### src/hw/rtl/bprd_pkg.sv
// ----------------------------------------------------------------------------
// bprd_pkg
// Shared constants and types of the button press RGB dimmer.
// ----------------------------------------------------------------------------
package bprd_pkg;

    localparam int LINE_W   = 4;
    localparam int TIME_W   = 32;
    localparam int MS_W     = 16;
    localparam int DUTY_W   = 7;
    localparam int COLOR_W  = 2;
    localparam int KIND_W   = 3;
    localparam int CIDX_W   = 3;
    localparam int CDATA_W  = 16;
    localparam int IN_W     = 40;   // line + time, padded to bytes
    localparam int OUT_W    = 24;   // color + three duties, padded to bytes

    // event kinds
    localparam logic [KIND_W-1:0] KIND_OTHER  = 3'd0;
    localparam logic [KIND_W-1:0] KIND_BOUNCE = 3'd1;
    localparam logic [KIND_W-1:0] KIND_PRESS  = 3'd2;
    localparam logic [KIND_W-1:0] KIND_SHORT  = 3'd3;
    localparam logic [KIND_W-1:0] KIND_LONG   = 3'd4;

    // colors
    localparam logic [COLOR_W-1:0] COLOR_RED   = 2'd0;
    localparam logic [COLOR_W-1:0] COLOR_GREEN = 2'd1;
    localparam logic [COLOR_W-1:0] COLOR_BLUE  = 2'd2;

    // register indexes
    localparam logic [CIDX_W-1:0] REG_BUTTON_LINE   = 3'd0;
    localparam logic [CIDX_W-1:0] REG_DEBOUNCE_MS   = 3'd1;
    localparam logic [CIDX_W-1:0] REG_LONG_PRESS_MS = 3'd2;
    localparam logic [CIDX_W-1:0] REG_DUTY_STEP     = 3'd3;
    localparam logic [CIDX_W-1:0] REG_DUTY_MAX      = 3'd4;

    // reset values
    localparam logic [LINE_W-1:0] RST_BUTTON_LINE   = 4'd11;
    localparam logic [MS_W-1:0]   RST_DEBOUNCE_MS   = 16'd50;
    localparam logic [MS_W-1:0]   RST_LONG_PRESS_MS = 16'd600;
    localparam logic [DUTY_W-1:0] RST_DUTY_STEP     = 7'd10;
    localparam logic [DUTY_W-1:0] RST_DUTY_MAX      = 7'd100;
    localparam logic [DUTY_W-1:0] RST_LEVEL         = 7'd100;

    typedef struct packed {
        logic [LINE_W-1:0] button_line;
        logic [MS_W-1:0]   debounce_ms;
        logic [MS_W-1:0]   long_press_ms;
        logic [DUTY_W-1:0] duty_step;
        logic [DUTY_W-1:0] duty_max;
    } t_cfg;

    typedef struct packed {
        logic [KIND_W-1:0]  event_kind;
        logic [COLOR_W-1:0] selected_color;
        logic [DUTY_W-1:0]  red_duty;
        logic [DUTY_W-1:0]  green_duty;
        logic [DUTY_W-1:0]  blue_duty;
    } t_result;

endpackage

### src/hw/rtl/bprd_core.sv
// ----------------------------------------------------------------------------
// bprd_core
// Button state: debounce, press tracking, color select and duty ramp.
// ----------------------------------------------------------------------------
module bprd_core (
    input  logic                          i_clk,
    input  logic                          i_rst_n,
    input  logic                          i_en,
    input  logic [bprd_pkg::LINE_W-1:0]   i_line_number,
    input  logic [bprd_pkg::TIME_W-1:0]   i_time_ms,
    input  bprd_pkg::t_cfg                i_cfg,
    output bprd_pkg::t_result             o_result
);

    logic                            r_press_active, n_press_active;
    logic [bprd_pkg::TIME_W-1:0]     r_press_start, n_press_start;
    logic [bprd_pkg::TIME_W-1:0]     r_last_accept, n_last_accept;
    logic [bprd_pkg::COLOR_W-1:0]    r_select_count, n_select_count;
    logic [bprd_pkg::COLOR_W-1:0]    r_color, n_color;
    logic [bprd_pkg::DUTY_W-1:0]     r_red, n_red;
    logic [bprd_pkg::DUTY_W-1:0]     r_green, n_green;
    logic [bprd_pkg::DUTY_W-1:0]     r_blue, n_blue;
    logic                            r_ramp_up, n_ramp_up;
    logic [bprd_pkg::KIND_W-1:0]     kind;

    logic [bprd_pkg::TIME_W-1:0]     since_last;
    logic [bprd_pkg::TIME_W-1:0]     press_len;
    logic [bprd_pkg::DUTY_W-1:0]     cur_level;
    logic [bprd_pkg::DUTY_W:0]       up_sum;
    logic [bprd_pkg::DUTY_W-1:0]     ramp_level;
    logic                            ramp_dir;

    assign since_last = i_time_ms - r_last_accept;
    assign press_len  = i_time_ms - r_press_start;

    always_comb begin
        case (r_color)
            bprd_pkg::COLOR_RED:   cur_level = r_red;
            bprd_pkg::COLOR_GREEN: cur_level = r_green;
            default:               cur_level = r_blue;
        endcase
    end

    // shared triangle ramp; down test is level - step > 0, i.e. level > step
    assign up_sum = {1'b0, cur_level} + {1'b0, i_cfg.duty_step};

    always_comb begin
        if (r_ramp_up) begin
            if (up_sum < {1'b0, i_cfg.duty_max}) begin
                ramp_level = up_sum[bprd_pkg::DUTY_W-1:0];
                ramp_dir   = 1'b1;
            end else begin
                ramp_level = i_cfg.duty_max;
                ramp_dir   = 1'b0;
            end
        end else begin
            if (cur_level > i_cfg.duty_step) begin
                ramp_level = cur_level - i_cfg.duty_step;
                ramp_dir   = 1'b0;
            end else begin
                ramp_level = '0;
                ramp_dir   = 1'b1;
            end
        end
    end

    always_comb begin
        n_press_active = r_press_active;
        n_press_start  = r_press_start;
        n_last_accept  = r_last_accept;
        n_select_count = r_select_count;
        n_color        = r_color;
        n_red          = r_red;
        n_green        = r_green;
        n_blue         = r_blue;
        n_ramp_up      = r_ramp_up;

        if (i_line_number != i_cfg.button_line) begin
            kind = bprd_pkg::KIND_OTHER;
        end else if (since_last < {{(bprd_pkg::TIME_W-bprd_pkg::MS_W){1'b0}},
                                   i_cfg.debounce_ms}) begin
            kind = bprd_pkg::KIND_BOUNCE;
        end else begin
            n_last_accept = i_time_ms;
            if (!r_press_active) begin
                kind           = bprd_pkg::KIND_PRESS;
                n_press_active = 1'b1;
                n_press_start  = i_time_ms;
            end else begin
                n_press_active = 1'b0;
                if (press_len <= {{(bprd_pkg::TIME_W-bprd_pkg::MS_W){1'b0}},
                                  i_cfg.long_press_ms}) begin
                    kind = bprd_pkg::KIND_SHORT;
                    case (r_select_count)
                        2'd1: begin
                            n_color        = bprd_pkg::COLOR_GREEN;
                            n_select_count = 2'd2;
                        end
                        2'd2: begin
                            n_color        = bprd_pkg::COLOR_BLUE;
                            n_select_count = 2'd0;
                        end
                        default: begin
                            n_color        = bprd_pkg::COLOR_RED;
                            n_select_count = 2'd1;
                        end
                    endcase
                end else begin
                    kind = bprd_pkg::KIND_LONG;
                    // an out-of-range choice leaves levels and ramp alone
                    case (r_color)
                        bprd_pkg::COLOR_RED: begin
                            n_red     = ramp_level;
                            n_ramp_up = ramp_dir;
                        end
                        bprd_pkg::COLOR_GREEN: begin
                            n_green   = ramp_level;
                            n_ramp_up = ramp_dir;
                        end
                        bprd_pkg::COLOR_BLUE: begin
                            n_blue    = ramp_level;
                            n_ramp_up = ramp_dir;
                        end
                        default: ;
                    endcase
                end
            end
        end
    end

    always_ff @(posedge i_clk) begin
        if (!i_rst_n) begin
            r_press_active <= 1'b0;
            r_press_start  <= '0;
            r_last_accept  <= '0;
            r_select_count <= '0;
            r_color        <= bprd_pkg::COLOR_RED;
            r_red          <= bprd_pkg::RST_LEVEL;
            r_green        <= bprd_pkg::RST_LEVEL;
            r_blue         <= bprd_pkg::RST_LEVEL;
            r_ramp_up      <= 1'b1;
        end else if (i_en) begin
            r_press_active <= n_press_active;
            r_press_start  <= n_press_start;
            r_last_accept  <= n_last_accept;
            r_select_count <= n_select_count;
            r_color        <= n_color;
            r_red          <= n_red;
            r_green        <= n_green;
            r_blue         <= n_blue;
            r_ramp_up      <= n_ramp_up;
        end
    end

    // results carry the state after the event
    assign o_result.event_kind     = kind;
    assign o_result.selected_color = n_color;
    assign o_result.red_duty       = n_red;
    assign o_result.green_duty     = n_green;
    assign o_result.blue_duty      = n_blue;

endmodule

### src/hw/rtl/button_press_rgb_dimmer_unit.sv
// ----------------------------------------------------------------------------
// button_press_rgb_dimmer_unit
// Debounced button edge events drive color select and duty dimming.
// ----------------------------------------------------------------------------
//  channel   | direction | handshake                    | payload
//  ----------+-----------+------------------------------+----------------------
//  s_axis    | in        | s_axis_tvalid/s_axis_tready  | line, time_ms
//  m_axis    | out       | m_axis_tvalid/m_axis_tready  | kind, color, duties
//  cfg       | in        | i_cfg_valid/o_cfg_ready      | index, data
//
//  One word per cycle sustained while m_axis_tready is high; a word passes the
//  input register, then the result register. The bprd_core state update sets the rate.
//  Synchronous active-low reset restores register defaults and button state.
//  The input register keeps accepting while the result register holds a word,
//  so a stalled output costs no bubble until both stages are full.
//  Config is always ready.
// ----------------------------------------------------------------------------
module button_press_rgb_dimmer_unit (
    input  logic                          i_clk,
    input  logic                          i_rst_n,

    input  logic                          s_axis_tvalid,
    output logic                          s_axis_tready,
    // [3:0] line_number, [35:4] time_ms, [39:36] zero
    input  logic [bprd_pkg::IN_W-1:0]     s_axis_tdata,

    output logic                          m_axis_tvalid,
    input  logic                          m_axis_tready,
    // [1:0] selected_color, [8:2] red_duty, [15:9] green_duty,
    // [22:16] blue_duty, [23] zero
    output logic [bprd_pkg::OUT_W-1:0]    m_axis_tdata,
    // [2:0] event_kind
    output logic [bprd_pkg::KIND_W-1:0]   m_axis_tuser,

    input  logic                          i_cfg_valid,
    output logic                          o_cfg_ready,
    input  logic [bprd_pkg::CIDX_W-1:0]   i_cfg_index,
    input  logic [bprd_pkg::CDATA_W-1:0]  i_cfg_data
);

    bprd_pkg::t_cfg     r_cfg;
    bprd_pkg::t_result  core_result;
    bprd_pkg::t_result  r_out;

    logic                            r_in_valid;
    logic [bprd_pkg::LINE_W-1:0]     r_in_line;
    logic [bprd_pkg::TIME_W-1:0]     r_in_time;
    logic                            r_out_valid;
    logic                            out_free;
    logic                            advance;

    assign o_cfg_ready = 1'b1;

    always_ff @(posedge i_clk) begin
        if (!i_rst_n) begin
            r_cfg.button_line   <= bprd_pkg::RST_BUTTON_LINE;
            r_cfg.debounce_ms   <= bprd_pkg::RST_DEBOUNCE_MS;
            r_cfg.long_press_ms <= bprd_pkg::RST_LONG_PRESS_MS;
            r_cfg.duty_step     <= bprd_pkg::RST_DUTY_STEP;
            r_cfg.duty_max      <= bprd_pkg::RST_DUTY_MAX;
        end else if (i_cfg_valid) begin
            case (i_cfg_index)
                bprd_pkg::REG_BUTTON_LINE:
                    r_cfg.button_line <= i_cfg_data[bprd_pkg::LINE_W-1:0];
                bprd_pkg::REG_DEBOUNCE_MS:
                    r_cfg.debounce_ms <= i_cfg_data[bprd_pkg::MS_W-1:0];
                bprd_pkg::REG_LONG_PRESS_MS:
                    r_cfg.long_press_ms <= i_cfg_data[bprd_pkg::MS_W-1:0];
                bprd_pkg::REG_DUTY_STEP:
                    r_cfg.duty_step <= i_cfg_data[bprd_pkg::DUTY_W-1:0];
                bprd_pkg::REG_DUTY_MAX:
                    r_cfg.duty_max <= i_cfg_data[bprd_pkg::DUTY_W-1:0];
                default: ;
            endcase
        end
    end

    assign out_free      = !r_out_valid || m_axis_tready;
    assign advance       = r_in_valid && out_free;
    assign s_axis_tready = !r_in_valid || out_free;

    always_ff @(posedge i_clk) begin
        if (!i_rst_n) begin
            r_in_valid <= 1'b0;
        end else if (s_axis_tready) begin
            r_in_valid <= s_axis_tvalid;
        end
    end

    always_ff @(posedge i_clk) begin
        if (s_axis_tready && s_axis_tvalid) begin
            r_in_line <= s_axis_tdata[bprd_pkg::LINE_W-1:0];
            r_in_time <= s_axis_tdata[bprd_pkg::LINE_W +: bprd_pkg::TIME_W];
        end
    end

    bprd_core u_core (
        .i_clk         (i_clk),
        .i_rst_n       (i_rst_n),
        .i_en          (advance),
        .i_line_number (r_in_line),
        .i_time_ms     (r_in_time),
        .i_cfg         (r_cfg),
        .o_result      (core_result)
    );

    always_ff @(posedge i_clk) begin
        if (!i_rst_n) begin
            r_out_valid <= 1'b0;
        end else if (out_free) begin
            r_out_valid <= r_in_valid;
        end
    end

    always_ff @(posedge i_clk) begin
        if (advance) begin
            r_out <= core_result;
        end
    end

    assign m_axis_tvalid = r_out_valid;
    assign m_axis_tuser  = r_out.event_kind;
    assign m_axis_tdata  = {1'b0, r_out.blue_duty, r_out.green_duty,
                            r_out.red_duty, r_out.selected_color};

endmodule

### config.mk
export PLATFORM = sky130hd
export DESIGN_NAME = button_press_rgb_dimmer_unit
export DESIGN_NICKNAME = d
export VERILOG_FILES = /design/src/hw/rtl/bprd_pkg.sv /design/src/hw/rtl/bprd_core.sv /design/src/hw/rtl/button_press_rgb_dimmer_unit.sv
export SDC_FILE = /design/constraint.sdc
export NUM_CORES = 1
export LEC_CHECK = 0
export ABC_CLOCK_PERIOD_IN_PS = 15100
export BUFFER_PORTS_ARGS = -buffer_cell sky130_fd_sc_hd__buf_2
export CORE_MARGIN = 2
export CORE_UTILIZATION = 30
export CTS_CLUSTER_DIAMETER = 150
export CTS_CLUSTER_SIZE = 16
export DETAILED_ROUTE_END_ITERATION = 8
export GPL_TIMING_DRIVEN = 1
export PLACE_DENSITY = 0.51
export SYNTH_ARGS = -nofsm -noshare
export SYNTH_HDL_FRONTEND = slang
export SYNTH_SLANG_ARGS = --single-unit
### constraint.sdc
create_clock -name i_clk -period 15.1 [get_ports i_clk]
set_clock_uncertainty 0.2 [all_clocks]
set_input_delay 0.755 -clock i_clk [delete_from_list [all_inputs] [get_ports i_clk]]
set_output_delay 0.755 -clock i_clk [all_outputs]
set_load 0.005 [all_outputs]
Yosys cells after proc, flatten, opt, wreduce, memory -nomap -nowiden
Index checks and enable logic that the tools add are counted.
- order comparisons: 4
- bitwise gates (word level): 4
- multiplexer cells: 32
- reduce and logical (&&, ||, !) cells: 20
- add/sub/neg operators: 4
- eq/ne operators: 9
- operators by type and width (kind ; count):
    $mux 7 ; 18
    $sub 32x32->32 ; 2
    $le 32x16->1 ; 1
    $lt 32x16->1 ; 1
    $pmux 7 s2 ; 1
    $mux 2 ; 5
    $reduce_and 2->1 ; 5
    $add 7x7->8 ; 1
    $lt 8x7->1 ; 1
    $pmux 2 s2 ; 2
    $gt 7x7->1 ; 1
    $sub 7x7->7 ; 1
    $eq 3x2->1 const B ; 2
    $reduce_and 6->1 ; 1
    $reduce_or 3->1 ; 2
    $mux 1 ; 5
    $reduce_and 5->1 ; 1
    $eq 2x1->1 const B ; 2
    $eq 2x2->1 const B ; 2
    $ne 4x4->1 ; 1
    $not 1->1 ; 4
    $reduce_and 4->1 ; 1
    $eq 3x1->1 const B ; 1
    $eq 3x3->1 const B ; 1
    8 further kinds ; 11
- output and inout bits: 30
- input bits: 64
- logic and storage cells: 98
- register bits: 205

Logic depth before layout (Yosys ltp)
Gate-level depths: netlist (run 1).
- depth after elaboration: 11
- gate-level depth with buffers: 25
- gate-level depth less buffers: 23

Hierarchy
Synthesis (run 1) repeated with hierarchy kept, for this count alone.
- cells, all modules: 1608
- area, all modules: 14008.4 um^2
- modules (own cells, without submodules) (module ; times used ; area each (um^2) ; cells each):
    bprd_core ; 1 ; 10064.7 ; 1338
    button_press_rgb_dimmer_unit ; 1 ; 3943.8 ; 270

Worst setup path after synthesis (run 1)
OpenSTA, ideal clock, no wires.
- path type: reg-to-reg
- start point: register r_in_time[4] in the netlist's numbering
- end point: register r_out (netlist bit m_axis_tdata[2]), data pin
- path slack: 9.762 ns
- data arrival time: 4.878 ns
- period minus slack after synthesis: 5.338 ns
- stages on the path, launching flop included: 22
- buffers on the path: 1
- library setup time: 0.260 ns
- data required time: 14.640 ns
- cell sequence: edfxtp_1 ha_1 a21o_1 a31o_2 o21ai_1 o211ai_1 a21o_1 a21oi_1 xnor2_1 ha_1 nand2_1 nor2_1 nor4b_1 nand4_1 a211o_1 or4b_1 nor4b_2 nand4_2 nand4_2 or3_1 buf_6 mux2_4
- RTL lines (item ; line ; source):
    from (decl) ; button_press_rgb_dimmer_unit.sv:47 ; logic [bprd_pkg::TIME_W-1:0] r_in_time;
    from (signal assigned) ; button_press_rgb_dimmer_unit.sv:93 ; r_in_time <= s_axis_tdata[bprd_pkg::LINE_W +: bprd_pkg::TIME_W];
    to (signal assigned) ; button_press_rgb_dimmer_unit.sv:117 ; r_out <= core_result;
    to (decl) ; button_press_rgb_dimmer_unit.sv:43 ; bprd_pkg::t_result r_out;

Worst setup path after layout (run 1)
- start point: register r_in_time[4] in the netlist's numbering
- end point: register u_core.r_press_start[29] in the netlist's numbering
- longest elaborated chain between the ends: 4
- RTL lines (item ; line ; source):
    $sub 32x32->32 ; bprd_core.sv:33 ; assign since_last = i_time_ms - r_last_accept;
    $lt 32x16->1 ; bprd_core.sv:80 ; end else if (since_last < {{(bprd_pkg::TIME_W-bprd_pkg::MS_W){1'b0}},
    $not 1->1 (no line) ; - ;
    $reduce_and 4->1 (no line) ; - ;
    to (signal assigned) ; bprd_core.sv:144 ; r_press_start <= n_press_start;
    to (decl) ; bprd_core.sv:16 ; logic [bprd_pkg::TIME_W-1:0] r_press_start, n_press_start;
No other way between the ends.
A chain may end at the register's enable or synchronous reset.

==> flow_summary_export.csv, run 1 <==
group,metric,value,unit
die,io_pins,94,
clock_network,clkSinkCount,205,
power_and_ir_drop,p_sw_share,28.53,%
sta,fin_crit,6.491,ns
global_routing,use_met3,1.518,%
die,start_util,30.17,%
flow_run,maxCapViolations,0,
clock_network,cts_tree,"done",
global_routing,grt_pass1_wl,57850,µm
final_layout,antenna_cells,0,
clock_network,post_cts_resize_count,0,
clock_network,clkSlewWorstSetupHoldPaths,0.07,ns
synthesis,netlist_area,13950,µm²
setup_path,timing.rr.end,"u_core.r_press_start[29]",
sta,relSlewSlack,26.72,%
place,port_buffers,87,
die,die_h,219.7,µm
global_routing,grt_use_total,14.95,%
routing,vias,11520,
clock_network,cts_root_buffer,"clkbuf_16",
global_routing,grt_pass1_vias,10880,
setup_path,crit_chain,"ha_1, a21o_1, a31o_2, o21ai_1, o211ai_1, a21o_1, a21oi_1, xnor2_1, ha_1, nand2_1, nor2_1, nor4b_1, nand4_1, a211o_1, or4b_1, nor4b_2, nand4_2, nand3_2, buf_4, nor2_4, buf_4, mux2i_1",
synthesis,ys_seq_elements,205,
sta,post-route-period-util,42.99,%
routing,viasPerCell,4.994,
global_routing,antenna_found_initial,0,
setup_path,crit_path_max_incr_delay,0.54,ns
synthesis,synthArstFlopShare,0,%
sta,hold_viol,0,
routing,drc_errors,0,
sta,fmax,154.0,MHz
power_and_ir_drop,ir_drop,0.00005654,V
hold_path,hold_path_class,"input port to flop",
routing,drt_iter0_drc,722,
synthesis,synth_edf_count,62,
routing,drtPass1Iterations,5,
power_and_ir_drop,clkPwrFrac,33.7,%
global_routing,grt_use_met1,19.75,%
die,fp.coreArea,46260,µm²
setup_path,path_max_fanout,35,
sta,grt_setup_unrepaired,"no",
sta,tightest_slew,1.099,ns
setup_path,critPathLaunchType,"flop",
clock_network,ctsHoldBuffers,0,
power_and_ir_drop,power_leakage,5.853,nW
clock_network,clk_path_buf_depth,3,
setup_path,reg2regPathDepth,22,
hold_path,hold-path-endpoint,"r_in_time[15]",
hold_path,min_delay_path_depth,1,
global_routing,grt_use_met2,25.95,%
clock_network,clk_latency,0.51,ns
final_layout,final_core_util,33.11,%
routing,finalWirelength,36640,µm
final_layout,fill_cells,4882,
setup_path,worst-endpoint-required,15.27,ns
synthesis,synth-warning-count,0,
place,hpwlAfterDp,28390,µm
synthesis,synth-seq-area-share,33.86,%
global_routing,grt_max_degree,76,
setup_path,crit_type,"flop to flop",
place,place_inst,2281,
setup_path,crit_path_end_kind,"flop",
final_layout,syn_to_final_growth,9.746,%
clock_network,cts_max_level,1,
global_routing,top_usage_layer,"met2",
power_and_ir_drop,power_frac_seq,48.2,%
power_and_ir_drop,p_per_area,80.20,nW/µm²
final_layout,fin_cells,2307,
setup_path,worst-path-buf-inv,2,
routing,avgRoutedWirePerCell,15.88,µm
sta,setup_viol,0,
power_and_ir_drop,p_switching,0.3504,mW
power_and_ir_drop,comb_power_share,18.0,%
die,fp.dieArea,48260,µm²
hold_path,min_from,"s_axis_tdata[19]",
setup_path,r2r_slack,8.61,ns
sta,maxSlewViolCount,0,
final_layout,nets,1876,
clock_network,numCtsBuffers,16,
global_routing,grt-ovfl-total,0,
setup_path,arrival,6.66,ns
synthesis,syn_area_per_cell,8.427,µm²
die,row_count,79,
final_layout,drive_gt1_share,10.18,%
setup_path,reg2reg_from,"r_in_time[4]",
power_and_ir_drop,p_int,0.8778,mW
setup_path,crit_family,"compound AO/OA/AOI/OAI gates",
place,gp_congestion,0.8636,
synthesis,synthesis.nets,1840,
clock_network,cts_setup_buffers,0,
sta,hold_ws,0.2164,ns
synthesis,synth.distinct_cells,82,
sta,finalSetupTns,0,ns
synthesis,synthCells,1656,
setup_path,slowest_stage,"or4b_1",
routing,ant_nets,0,
synthesis,synth_flop_cell,"dfxtp_1",
outcome,status,"completed",
die,die_x,219.7,µm
[kinds of logic after synthesis]
logic type	synth area share, %
AND/OR/NAND/NOR	18.86
buffers and inverters	6.357
other	0.05382
multiplexers	10.48
adder cells (fa/ha/maj)	10.97
flip-flops	33.86
AO/OA/AOI/OAI	16.28
XOR/XNOR	3.138
[layout make-up]
type                       count  area, µm²  area share [%]
timing repair buffer          94      490.5           3.203
clock buffer                  26      469.2           3.064
multi-input combinational   1236       8349           54.52
sequential                   205       4725           30.85
tap                          607      759.5           4.959
inverter                     139      521.8           3.407
[synth_stat cells, types with 29 or more instances]
master    number  area [µm²]
nor2_1       118       442.9
ha_1         116        1451
edfxtp_1      62        1862
dfxtp_1      143        2863
mux2i_1      112        1121
inv_1        139       521.8
nand4_1       30       187.7
clkbuf_1      58       217.7
nand2_1      273        1025
o21ai_0       61       305.3
a21oi_1      137       685.7
xnor2_1       29       254.0
[worst register-to-register path: stages (launching register included)]
cell,delay (ns)
edfxtp_1,0.48
ha_1,0.41
a21o_1,0.23
a31o_2,0.24
o21ai_1,0.39
o211ai_1,0.38
a21o_1,0.27
a21oi_1,0.16
xnor2_1,0.14
ha_1,0.28
nand2_1,0.08
nor2_1,0.06
nor4b_1,0.31
nand4_1,0.13
a211o_1,0.28
or4b_1,0.54
nor4b_2,0.28
nand4_2,0.18
nand3_2,0.17
buf_4,0.52
nor2_4,0.10
buf_4,0.30
mux2i_1,0.24
[sequential cells by signal, indices dropped and copies added, names as in the netlist]
register	count
u_core.r_green	7
r_in_valid	1
m_axis_tuser	3
r_in_time	32
u_core.r_blue	7
r_in_line	4
u_core.r_select_count	2
m_axis_tvalid	1
u_core.r_ramp_up	1
r_cfg	50
u_core.r_press_start	32
m_axis_tdata	23
u_core.r_press_active	1
u_core.r_last_accept	32
u_core.r_red	7
u_core.r_color	2
[power groups by stage]
| stage | Sequential (mW) | Combinational (mW) | Clock, mW |
|---|---|---|---|
| finish | 0.592 | 0.222 | 0.414 |
| global route | 0.594 | 0.249 | 0.450 |
| CTS | 0.593 | 0.222 | 0.435 |
| detailed placement | 0.605 | 0.221 | 0 |
| global placement | 0.605 | 0.219 | 0 |
| floorplan | 0.600 | 0.162 | 0 |
[layout by cell type, fill, tap and decap left out, types with 9 or more instances in the layout]
cell type  count
nand2_1      273
dfxtp_1      143
inv_1        138
a21oi_1      137
nor2_1       118
ha_1         116
mux2i_1      112
buf_2         86
edfxtp_1      62
o21ai_0       61
nand4_1       30
xnor2_1       29
o211ai_1      24
nand3_1       22
a21o_1        22
xor2_1        21
nor3_1        21
mux2_2        21
clkbuf_16     17
nand2b_1      12
o21a_1        11
o21bai_1      11
or3_1         11
and2_1         9
a21boi_0       9
o22ai_1        9
a211oi_1       9
[worst max path at each step]
stage | from | to | slack (ns) | cells past startpoint
after floorplan | r_in_time[4] | m_axis_tdata[2] | 9.76 | 21
after global placement | r_in_time[4] | u_core.r_press_start[28] | 8.58 | 22
after detailed placement | r_in_time[4] | u_core.r_press_start[30] | 8.55 | 22
after CTS | r_in_time[4] | u_core.r_press_start[29] | 8.54 | 22
after global routing | r_in_time[4] | u_core.r_press_start[29] | 8.17 | 22
final | r_in_time[4] | u_core.r_press_start[29] | 8.61 | 22
[metrics by stage]
stage	worst slack (ns)	area, µm²	total power [mW]
after floorplan	9.762	13950	0.7613
after global placement	8.579	14850	0.8238
after detailed placement	8.545	14850	0.8265
after CTS	8.536	15310	1.250
after global routing	8.174	15310	1.294
final	8.609	15310	1.228
[metal layers]
| layer | up-vias | part of all wire, % |
|---|---|---|
| li1 | 5877 | - |
| met1 | 5425 | 47 |
| met2 | 178 | 48 |
| met3 | 41 | 3.2 |
| met4 | 0 | 2.0 |
| met5 | - | 0 |
Power figures use the tool's default switching activity.
==> run 2: changes to the inputs <==
--- a/config.mk
+++ b/config.mk
@@ -5,7 +5,8 @@
 export SDC_FILE = /design/constraint.sdc
 export NUM_CORES = 1
 export LEC_CHECK = 0
-export ABC_CLOCK_PERIOD_IN_PS = 15100
+export ABC_AREA = 1
+export ABC_CLOCK_PERIOD_IN_PS = 6200
 export BUFFER_PORTS_ARGS = -buffer_cell sky130_fd_sc_hd__buf_2
 export CORE_MARGIN = 2
 export CORE_UTILIZATION = 30
==> constraint.sdc (replaced) <==
create_clock -name i_clk -period 6.2 [get_ports i_clk]
set_clock_uncertainty 0.2 [all_clocks]
set_input_delay 0.31 -clock i_clk [delete_from_list [all_inputs] [get_ports i_clk]]
set_output_delay 0.31 -clock i_clk [all_outputs]
set_load 0.005 [all_outputs]
==> flow_summary_export.csv, run 2 <==
group,metric,value,unit
clock_network,clk_latency,0.51,ns
die,die_h,226.3,µm
clock_network,cts_root_buffer,"clkbuf_16",
global_routing,grt_pass1_vias,12940,
power_and_ir_drop,p_sw_share,33.07,%
hold_path,min_delay_path_depth,4,
setup_path,reg2regPathDepth,23,
clock_network,cts_tree,"done",
setup_path,timing.rr.end,"m_axis_tdata[21]",
synthesis,synth_area_leaders,"dfxtp_1, nand2_1, edfxtp_1",
global_routing,grt_pass1_wl,69330,µm
clock_network,post_cts_resize_count,0,
synthesis,synthCells,2254,
hold_path,hold_path_class,"input port to flop",
synthesis,synth-seq-area-share,31.88,%
clock_network,numCtsBuffers,17,
flow_run,maxCapViolations,0,
sta,setup_ws,1.162,ns
power_and_ir_drop,p_switching,1.116,mW
final_layout,multi_input_area,8097,µm²
routing,viasPerCell,4.456,
routing,vias,13610,
sta,finalSetupTns,0,ns
sta,relSlewSlack,24.41,%
die,start_util,30.34,%
power_and_ir_drop,clkPwrFrac,30.6,%
synthesis,synthesis.nets,2438,
setup_path,critPathLaunchType,"flop",
final_layout,finalInstanceArea,16950,µm²
die,die_x,226.3,µm
power_and_ir_drop,power_frac_seq,43.8,%
setup_path,r2r_slack,1.16,ns
synthesis,synth_top_area_cell,"dfxtp_1",
routing,drtPass1Iterations,8,
routing,avgRoutedWirePerCell,14.22,µm
synthesis,ys_seq_elements,205,
place,port_buffers,87,
sta,grt_setup_unrepaired,"no",
synthesis,netlist_area,14820,µm²
synthesis,synth-warning-count,0,
power_and_ir_drop,power_leakage,8.482,nW
routing,ant_nets,0,
global_routing,grt-ovfl-total,0,
routing,drc_errors,0,
outcome,status,"completed",
sta,hold_ws,0.06880,ns
routing,finalWirelength,43420,µm
setup_path,crit_type,"flop to flop",
global_routing,antenna_found_initial,2,
final_layout,drive_gt1_share,6.949,%
sta,post-route-period-util,81.25,%
setup_path,crit_chain,"inv_1, nor2_1, inv_1, o22ai_1, a21oi_1, ha_1, inv_1, a21oi_1, nand2_1, a21oi_1, o21bai_1, xor2_1, inv_1, ha_1, nand3_1, nand2_1, o21ai_0, nand3_1, o21ai_0, nand2_1, inv_1, nand3_1, and2_1",
place,gp_congestion,0.9423,
clock_network,cts_setup_buffers,0,
clock_network,clkSinkCount,205,
setup_path,crit_path_max_incr_delay,0.42,ns
routing,drt_iter0_drc,761,
synthesis,syn_area_per_cell,6.575,µm²
final_layout,final_cell_mix,"nand2_1, inv_1, nor2_1",
sta,fin_crit,5.038,ns
clock_network,clk_path_buf_depth,3,
clock_network,cts_max_level,1,
die,row_count,81,
global_routing,grt_max_degree,97,
power_and_ir_drop,comb_power_share,25.6,%
synthesis,synthArstFlopShare,0,%
place,place_ws,1.214,ns
final_layout,nets,2565,
power_and_ir_drop,ir_drop,0.0002271,V
place,placed_cell_area,15890,µm²
sta,fmax,198.5,MHz
sta,hold_viol,0,
power_and_ir_drop,p_int,2.259,mW
clock_network,clkSlewWorstSetupHoldPaths,0.08,ns
synthesis,synth_top_cell_area_share,19.32,%
setup_path,worst-path-buf-inv,5,
setup_path,slowest_stage,"nor2_1",
setup_path,cp.depth,23,
final_layout,top_register,"r_cfg",
setup_path,reg2reg_from,"u_core.r_color[0]",
final_layout,final_common_cell,"nand2_1",
synthesis,synth.distinct_cells,49,
setup_path,arrival,5.10,ns
final_layout,largest_register_ffs,50,
sta,tightest_slew,1.132,ns
sta,maxSlewViolCount,0,
final_layout,syn_to_final_growth,14.38,%
power_and_ir_drop,p_per_area,199.2,nW/µm²
sta,setup_viol,0,
synthesis,yosysMostFrequentCell,"nand2_1",
synthesis,synth_flop_cell,"dfxtp_1",
die,fp.dieArea,51200,µm²
synthesis,synth_common_cells,"nand2_1, inv_1, nor2_1",
setup_path,worst-endpoint-required,6.27,ns
global_routing,grt_use_total,17.12,%
final_layout,regArea,4725,µm²
hold_path,hold-path-endpoint,"r_cfg[8]",
setup_path,path_max_fanout,14,
synthesis,synth_edf_count,62,
setup_path,crit_path_end_kind,"flop",
hold_path,min_from,"i_cfg_index[0]",
final_layout,fill_cells,5399,
setup_path,path_common_cell,"inv_1",
setup_path,crit_family,"simple AND/OR/NAND/NOR gates",
die,fp.coreArea,48850,µm²
die,io_pins,94,
place,hpwlAfterDp,34420,µm
## run 2: changes by cell type in the layout (fill, tap and decap cells not counted), sizes merged, moves of 26 or more
| cell | delta |
|---|---|
| mux2i | -112 |
| inv | +306 |
| nand2 | +413 |
| mux2 | -28 |
| clkinv | +26 |
| nand3 | +104 |
| dlygate4sd3 | +58 |
| nor2 | +67 |
| nand3b | +38 |
## run 2: what timing repair did
action,CTS,global route
hold buffers,58,0
setup endpoints to repair,0,0
endpoints found under the hold margin,83,0
## run 2: cell families (layout without fill, tap and decap cells)
group	count (synthesis)	count (layout)	share of synthesized area (%)
buffers and inverters	511	646	13.49
and+or+nand+nor	1097	1097	31.73
adders and majority gates	120	120	10.33
xor gates and xnor gates	41	41	2.423
other	2	3	0.05067
AOI/OAI and AO/OA	278	278	10.10
DFF	205	205	31.88
## run 2: layout make-up
type | instances | share of cell area [%]
diodes | 1 | 0.01476
clock buffers | 24 | 2.665
clock inverters | 3 | 0.1476
inverters | 468 | 10.36
multi-input cells | 1538 | 47.76
flip-flops and latches | 205 | 27.87
well taps | 664 | 4.901
repair buffers | 151 | 6.274
## run 2: power by group through the flow
stage	Sequential (mW)	Clock (mW)	Combinational (mW)
2_1_floorplan	1.49	0	0.602
3_3_place_gp	1.51	0	0.816
3_5_place_dp	1.51	0	0.829
4_1_cts	1.48	1.07	0.863
5_1_grt	1.48	1.11	0.991
6_report	1.48	1.03	0.863
## run 2: worst max-delay path by stage
stage | startpoint | endpoint | slack [ns]
final | u_core.r_color[0] | m_axis_tdata[21] | 1.16
after global routing | u_core.r_color[0] | m_axis_tdata[14] | 0.70
after global placement | u_core.r_color[0] | m_axis_tdata[14] | 1.23
after CTS | u_core.r_color[0] | m_axis_tdata[21] | 1.19
after floorplan | u_core.r_color[0] | m_axis_tdata[11] | 2.41
after detailed placement | u_core.r_color[0] | m_axis_tdata[21] | 1.21
## run 2: metrics by stage
stage | power (mW) | util (%) | std cells
floorplan | 2.092 | - | 2254
global placement | 2.325 | 32.53 | 2968
detailed placement | 2.339 | 32.53 | 2968
CTS | 3.409 | 34.70 | 3053
global route | 3.585 | 34.70 | 3053
finish | 3.376 | 34.70 | 3054
## run 2: per-layer routing
layer  part of all wire, %  track usage, %  vias up
met1                    49           23.25     6048
met4                   1.9           3.353        0
li1                      -               -     7267
met5                     0               0        -
met2                    45           29.31      260
met3                   3.8           1.970       33
## run 2: worst min-delay path: stages
cell	delay (ns)
buf_2	0.13
nand2_1	0.08
nor2_1	0.09
o21ai_0	0.13
